### src/avcd_pkg.sv
// ----------------------------------------------------------------------------
// AVI video chunk deframer package
// Beat types, phase codes and register map shared by the deframer files.
// ----------------------------------------------------------------------------
`default_nettype none

package avcd_pkg;

    // one byte of the movie chunk stream
    typedef struct packed {
        logic [7:0] data_byte;
        logic       restart;
    } t_in_beat;

    // one result per input byte
    typedef struct packed {
        logic [7:0]  payload_byte;
        logic        payload_valid;
        logic        frame_start;
        logic [31:0] frame_len;
        logic        frame_last;
        logic        stream_end;
        logic [15:0] frame_number;
    } t_out_beat;

    // parser phase codes (code 3 is never entered; it acts as ended)
    localparam logic [1:0] PH_HEADER  = 2'd0;
    localparam logic [1:0] PH_PAYLOAD = 2'd1;
    localparam logic [1:0] PH_ENDED   = 2'd2;

    // header byte positions
    localparam logic [2:0] POS_TAG_FIRST  = 3'd0;
    localparam logic [2:0] POS_TAG_LAST   = 3'd3;
    localparam logic [2:0] POS_SIZE_FIRST = 3'd4;
    localparam logic [2:0] POS_SIZE_LAST  = 3'd7;

    // register map
    localparam int          ADDR_W         = 3;
    localparam logic        REG_VIDEO_TAG  = 1'b0;
    localparam logic [31:0] VIDEO_TAG_RST  = 32'h6364_3030;   // "00dc"

endpackage : avcd_pkg

`default_nettype wire

### src/avcd_parse.sv
// ----------------------------------------------------------------------------
// AVI video chunk deframer: parse stage
// Holds the header/payload state and works out the result for one byte.
// ----------------------------------------------------------------------------
`default_nettype none

module avcd_parse
    import avcd_pkg::*;
(
    input  wire logic        i_clk,
    input  wire logic        i_rst_n,
    input  wire logic        i_step,
    input  wire t_in_beat    i_beat,
    input  wire logic [31:0] i_video_tag,
    output t_out_beat        o_result
);

    logic [1:0]  r_phase,  n_phase;
    logic [2:0]  r_pos,    n_pos;
    logic [31:0] r_tag,    n_tag;
    logic [31:0] r_size,   n_size;
    logic [31:0] r_remain, n_remain;
    logic [15:0] r_frames, n_frames;

    logic [1:0]  cur_phase;
    logic [2:0]  cur_pos;
    logic [31:0] cur_tag;
    logic [31:0] cur_size;
    logic [31:0] cur_remain;
    logic [15:0] cur_frames;
    logic [31:0] byte_ext;
    logic [4:0]  byte_shift;

    assign byte_ext   = {24'd0, i_beat.data_byte};
    assign byte_shift = {cur_pos[1:0], 3'd0};

    always_comb begin
        // restart clears everything before the byte is used
        if (i_beat.restart) begin
            cur_phase  = PH_HEADER;
            cur_pos    = POS_TAG_FIRST;
            cur_tag    = '0;
            cur_size   = '0;
            cur_remain = '0;
            cur_frames = '0;
        end else begin
            cur_phase  = r_phase;
            cur_pos    = r_pos;
            cur_tag    = r_tag;
            cur_size   = r_size;
            cur_remain = r_remain;
            cur_frames = r_frames;
        end

        n_phase  = cur_phase;
        n_pos    = cur_pos;
        n_tag    = cur_tag;
        n_size   = cur_size;
        n_remain = cur_remain;
        n_frames = cur_frames;
        o_result = '0;

        case (cur_phase)
            PH_HEADER: begin
                if (!cur_pos[2]) begin
                    n_tag = (cur_pos == POS_TAG_FIRST) ? byte_ext
                                                       : (cur_tag | (byte_ext << byte_shift));
                    if (cur_pos == POS_TAG_LAST && n_tag != i_video_tag) begin
                        o_result.stream_end = 1'b1;
                        n_phase = PH_ENDED;
                        n_pos   = POS_TAG_FIRST;
                    end else begin
                        n_pos = cur_pos + 3'd1;
                    end
                end else begin
                    n_size = (cur_pos == POS_SIZE_FIRST) ? byte_ext
                                                         : (cur_size | (byte_ext << byte_shift));
                    if (cur_pos == POS_SIZE_LAST) begin
                        o_result.frame_start = 1'b1;
                        o_result.frame_len   = n_size;
                        n_frames = cur_frames + 16'd1;
                        n_pos    = POS_TAG_FIRST;
                        // zero size: frame start only, stay in header phase
                        if (n_size != 32'd0) begin
                            n_remain = n_size;
                            n_phase  = PH_PAYLOAD;
                        end
                    end else begin
                        n_pos = cur_pos + 3'd1;
                    end
                end
            end
            PH_PAYLOAD: begin
                o_result.payload_byte  = i_beat.data_byte;
                o_result.payload_valid = 1'b1;
                if (cur_remain != 32'd0) begin
                    n_remain = cur_remain - 32'd1;
                end
                if (n_remain == 32'd0) begin
                    o_result.frame_last = 1'b1;
                    n_phase = PH_HEADER;
                    n_pos   = POS_TAG_FIRST;
                end
            end
            default: begin
                // ended: drop the byte
            end
        endcase

        o_result.frame_number = n_frames;
    end

    always_ff @(posedge i_clk) begin
        if (!i_rst_n) begin
            r_phase  <= PH_HEADER;
            r_pos    <= POS_TAG_FIRST;
            r_tag    <= '0;
            r_size   <= '0;
            r_remain <= '0;
            r_frames <= '0;
        end else if (i_step) begin
            r_phase  <= n_phase;
            r_pos    <= n_pos;
            r_tag    <= n_tag;
            r_size   <= n_size;
            r_remain <= n_remain;
            r_frames <= n_frames;
        end
    end

endmodule : avcd_parse

`default_nettype wire

### src/avi_video_chunk_deframer_top.sv
// ----------------------------------------------------------------------------
// AVI video chunk deframer
// Splits a movie chunk byte stream into video frames, one result per byte.
//
//   channel   direction  handshake                   payload
//   in        input      i_in_valid / o_in_ready     i_in_beat  (t_in_beat)
//   out       output     o_out_valid / i_out_ready   o_out_beat (t_out_beat)
//   cfg       input      psel/penable/pwrite/pready  paddr, pwdata, prdata
//
// One byte per clock sustained while the sink keeps up. A byte is registered,
// parsed from the input register and its result lands in the output register or skid.
// A two-entry output buffer (output register plus skid) keeps input flowing
// while a result waits; a stalled sink fills the skid and then holds off input.
// Synchronous active-low reset clears parser state and restores video_tag.
// ----------------------------------------------------------------------------
`default_nettype none

module avi_video_chunk_deframer_top
    import avcd_pkg::*;
(
    input  wire logic              i_clk,
    input  wire logic              i_rst_n,
    // byte stream in
    input  wire logic              i_in_valid,
    output logic                   o_in_ready,
    input  wire t_in_beat          i_in_beat,
    // results out
    output logic                   o_out_valid,
    input  wire logic              i_out_ready,
    output t_out_beat              o_out_beat,
    // config port
    input  wire logic              psel,
    input  wire logic              penable,
    input  wire logic              pwrite,
    input  wire logic [ADDR_W-1:0] paddr,
    input  wire logic [31:0]       pwdata,
    output logic [31:0]            prdata,
    output logic                   pready
);

    logic [31:0] r_video_tag;
    logic        cfg_wr;
    logic        tag_sel;

    logic        r_in_valid;
    t_in_beat    r_in_beat;
    logic        step;
    t_out_beat   parse_result;

    logic        r_out_valid;
    t_out_beat   r_out_beat;
    logic        r_skid_valid;
    t_out_beat   r_skid_beat;
    logic        out_pop;

    // ---- config port ----
    assign pready  = 1'b1;
    assign tag_sel = (paddr[ADDR_W-1] == REG_VIDEO_TAG);
    assign cfg_wr  = psel && penable && pwrite && tag_sel;
    assign prdata  = tag_sel ? r_video_tag : 32'd0;

    always_ff @(posedge i_clk) begin
        if (!i_rst_n) begin
            r_video_tag <= VIDEO_TAG_RST;
        end else if (cfg_wr) begin
            r_video_tag <= pwdata;
        end
    end

    // ---- input register ----
    // parse only when the skid slot is free, so a result always has a home
    assign step       = r_in_valid && !r_skid_valid;
    assign o_in_ready = !r_in_valid || step;

    always_ff @(posedge i_clk) begin
        if (!i_rst_n) begin
            r_in_valid <= 1'b0;
        end else if (o_in_ready) begin
            r_in_valid <= i_in_valid;
        end
    end

    always_ff @(posedge i_clk) begin
        if (o_in_ready && i_in_valid) begin
            r_in_beat <= i_in_beat;
        end
    end

    avcd_parse u_parse (
        .i_clk       (i_clk),
        .i_rst_n     (i_rst_n),
        .i_step      (step),
        .i_beat      (r_in_beat),
        .i_video_tag (r_video_tag),
        .o_result    (parse_result)
    );

    // ---- output register + skid ----
    assign out_pop     = r_out_valid && i_out_ready;
    assign o_out_valid = r_out_valid;
    assign o_out_beat  = r_out_beat;

    always_ff @(posedge i_clk) begin
        if (!i_rst_n) begin
            r_out_valid  <= 1'b0;
            r_skid_valid <= 1'b0;
        end else if (out_pop || !r_out_valid) begin
            r_out_valid  <= r_skid_valid || step;
            r_skid_valid <= 1'b0;
        end else if (step) begin
            r_skid_valid <= 1'b1;
        end
    end

    always_ff @(posedge i_clk) begin
        if (out_pop || !r_out_valid) begin
            r_out_beat <= r_skid_valid ? r_skid_beat : parse_result;
        end else if (step) begin
            r_skid_beat <= parse_result;
        end
    end

endmodule : avi_video_chunk_deframer_top

`default_nettype wire

### config.mk
export PLATFORM = sky130hd
export DESIGN_NAME = avi_video_chunk_deframer_top
export DESIGN_NICKNAME = d
export VERILOG_FILES = /design/src/avcd_pkg.sv /design/src/avcd_parse.sv /design/src/avi_video_chunk_deframer_top.sv
export SDC_FILE = /design/constraint.sdc
export NUM_CORES = 1
export LEC_CHECK = 0
export CAP_MARGIN = 20
export CORE_MARGIN = 2
export CORE_UTILIZATION = 55
export CTS_CLUSTER_SIZE = 8
export DETAILED_ROUTE_END_ITERATION = 8
export DONT_BUFFER_PORTS = 1
export GPL_TIMING_DRIVEN = 1
export PLACE_DENSITY = 0.67
export SYNTH_ARGS = -nofsm -noshare
export SYNTH_HDL_FRONTEND = slang
export SYNTH_SLANG_ARGS = --single-unit
### constraint.sdc
create_clock -name i_clk -period 6.1 [get_ports i_clk]
set_clock_uncertainty 0.05 [all_clocks]
set_input_delay 0 -clock i_clk [delete_from_list [all_inputs] [get_ports i_clk]]
set_output_delay 0 -clock i_clk [all_outputs]
set_load 0.005 [all_outputs]
==> results.sh <==
export IMPL_via_count=11724
export IMPL_synthTopCellsByArea="edfxtp_1 27%, dfxtp_1 21%, nor2b_1 5.7%"
export IMPL_fin_crit_ns=4.71
export IMPL_critPathCaptureType="flip-flop"
export IMPL_finalMaxSlewViolations=0
export IMPL_fp_dieH_um=165
export IMPL_track_usage_pct=29.1
export IMPL_cellPowerDensity_nw_per_um2=275
export IMPL_synth_compound_area_share_pct=17.1
export IMPL_wire_per_inst_um=21.0
export IMPL_relSlewSlack_pct=30.7
export IMPL_rsz0062_at_grt="no"
export IMPL_diodes=0
export IMPL_path_max_fanout=27
export IMPL_crit_type="flip-flop to flip-flop"
export IMPL_synth_fp_nets=1582
export IMPL_multi_input_comb_area_um2=6760
export IMPL_die_w_um=165
export IMPL_muxShareOfSynthArea_pct=3.70
export IMPL_fmax_mhz=212
export IMPL_first_iter_violations=1359
export IMPL_outcome="complete, no violations"
export IMPL_fin_util_pct=63.9
export IMPL_ys_flop_type="dfxtp_1"
export IMPL_overflow=0
export IMPL_syn_area_um2=14200
export IMPL_r2r_slack_ns=1.39
export IMPL_final_period_utilization_pct=77.2
export IMPL_cellLeakagePower_nw=5.70
export IMPL_yosysTopAreaCellShare_pct=27.2
export IMPL_grt_pass1_wl_um=61600
export IMPL_crit_required_ns=6.50
export IMPL_hold_viol=0
export IMPL_place_ws_ns=1.52
export IMPL_numPortBuffers=0
export IMPL_yosys_area_share_simple_pct=23.9
export IMPL_vdd_ir_drop_max_mv=0.251
export IMPL_via_per_inst=6.22
export IMPL_cts_tree="done"
export IMPL_seq_area_frac_synth_pct=48.6
export IMPL_fin_ws_ns=1.39
export IMPL_dp_cells=1760
export IMPL_regArea_um2=6920
export IMPL_final_nets=1588
export IMPL_tns_ns=0
export IMPL_synth_seq_cells=281
export IMPL_synth_top_family_by_area="simple AND/OR/NAND/NOR gates"
export IMPL_synthXorXnorAreaFrac_pct=2.22
export IMPL_gp_congestion=0.957
export IMPL_final_cell_mix="168 x nand2_1, 151 x dfxtp_1, 129 x nor2b_1, 129 x edfxtp_1, 116 x nor2_1"
export IMPL_cts_sinks=281
export IMPL_antenna_found_initial=1
export IMPL_min_path_type="input port to flip-flop"
export IMPL_worstPathArrival_ns=5.11
export IMPL_rows=58
export IMPL_clock_latency_ns=0.54
export IMPL_final_cells=1886
export IMPL_synthAdderAreaFrac_pct=0.528
export IMPL_drv_cap=0
export IMPL_final_common_cell="nand2_1"
export IMPL_synth_cell_types=85
export IMPL_start_util_pct=56.3
export IMPL_root_buffer="clkbuf_16"
export IMPL_netlist_instances=1525
export IMPL_power_mw=4.44
export IMPL_async_flop_share_pct=0
export IMPL_ios=146
export IMPL_cts_buffers=41
export IMPL_postSynthAreaPerCell_um2=9.33
export IMPL_postCtsSetupBuffers=0
export IMPL_dp_hpwl_um=25900
export IMPL_first_pass_iters=6
export IMPL_cts_reportedPaths_clkPinSlew_ns=0.05
export IMPL_htree_num_levels=2
export IMPL_clockBufferDepth=3
export IMPL_cp_start_kind="flip-flop"
export IMPL_design_die_area_um2=27200
export IMPL_core_area_um2=25300
export IMPL_antenna_left=0
export IMPL_drive_above_1_share_pct=8.87
export IMPL_grt_max_degree=142
export IMPL_totalWireLength_um=39700
export IMPL_synth_edff_count=129
export IMPL_yosysWarnings=0
export IMPL_finalSetupViolCount=0
export IMPL_drc_errors=0
export IMPL_worst_pin_slew_ns=1.04
export IMPL_grt_pass1_vias=10819
export IMPL_num_fill_cells=2077
export IMPL_yosysTopAreaCell="edfxtp_1"
export IMPL_area_growth_pct=13.5
-- final timing paths --
check / from / end / depth (start not counted)
min: i_in_beat[3] / r_in_beat[3] / 1
max reg2reg: u_parse.r_pos[1] / u_parse.r_pos[1] / 12
max: u_parse.r_pos[1] / u_parse.r_pos[1] / 12
min reg2reg: u_parse.r_frames[15] / u_parse.r_frames[15] / 2
-- through the flow --
step                hold WS [ns]  area, um2
floorplan                -0.0198      14200
global placement         -0.0152      14300
detailed placement       -0.0152      14400
CTS                       0.0367      16100
global route              0.0427      16100
finish                    0.0486      16100
-- state kept, by name (all words and copies together) (netlist names) --
name and cells:
o_out_beat 60, r_skid_beat 60, r_video_tag 32, u_parse.r_remain 32
u_parse.r_size 32, u_parse.r_tag 32, u_parse.r_frames 16, r_in_beat 9
u_parse.r_pos 3, u_parse.r_phase 2, o_out_valid 1, r_in_valid 1
r_skid_valid 1
-- cell type report --
type / count / area share (%)
Sequential cell: 281 / 42.9
Multi-Input combinational cell: 1103 / 41.9
Clock buffer: 65 / 7.05
Timing Repair Buffer: 80 / 4.81
Tap cell: 330 / 2.56
Inverter: 24 / 0.558
Clock inverter: 3 / 0.271
-- power by group --
| part | total [mW] | internal (mW) | leakage [nW] | switching [mW] |
|---|---|---|---|---|
| sequential | 2.05 | 2.01 | 2.58 | 0.0429 |
| clock | 2.09 | 1.27 | 0.562 | 0.815 |
| combinational | 0.304 | 0.117 | 2.56 | 0.187 |
-- timing repair --
action / 4_1_cts / 5_1_grt
hold buffers: 55 / 0
resized for setup: 0 / 0
hold endpoints to repair: 202 / 0
-- metal layers --
layer  vias to the layer above  global-route usage (%)  wire [um]
li1                       5529                       -          -
met1                      5629                    43.1      18100
met2                       481                    43.6      17600
met3                        83                    5.35       2940
met4                         2                    8.34       1030
met5                         -                       0         10
-- cell families (layout without fill, tap and decap cells) --
kind of cell	after synthesis	in the layout
DFF	281	281
other	1	1
adders and majority gates	6	6
and+or+nand+nor	647	647
xor gates and xnor gates	36	36
buffers and inverters	141	172
AOI/OAI and AO/OA	364	364
muxes	49	49
-- worst max-delay path, stage by stage, from the launching register on --
cell	delay, ns
dfxtp_1	0.93
nand2_1	0.16
ha_1	0.38
nor2b_1	0.29
nor2_1	0.78
nand4b_1	0.17
nor3_1	0.26
o2111ai_1	0.17
o41ai_1	0.63
nand2b_1	0.33
nand4_1	0.15
a21oi_1	0.15
a21boi_1	0.16
-- cells in the mapped netlist (all sizes together), types with 6 or more instances --
cell type / number
nand2: 168
or2: 10
o21ai: 72
nor2b: 130
a31oi: 18
a21oi: 70
clkbuf: 99
ha: 6
nand2b: 14
nand4: 13
xor2: 16
o22ai: 11
dfxtp: 152
nand3: 37
buf: 18
nand4b: 9
edfxtp: 129
nand3b: 7
o31ai: 29
mux2: 29
and2: 26
nor2: 117
a22oi: 72
o211ai: 7
inv: 23
nor3: 38
a21boi: 34
xnor2: 20
mux2i: 20
and3: 15
nor4: 18
nor3b: 11
or3: 12
or4: 7
Power figures use the tool's default switching activity.
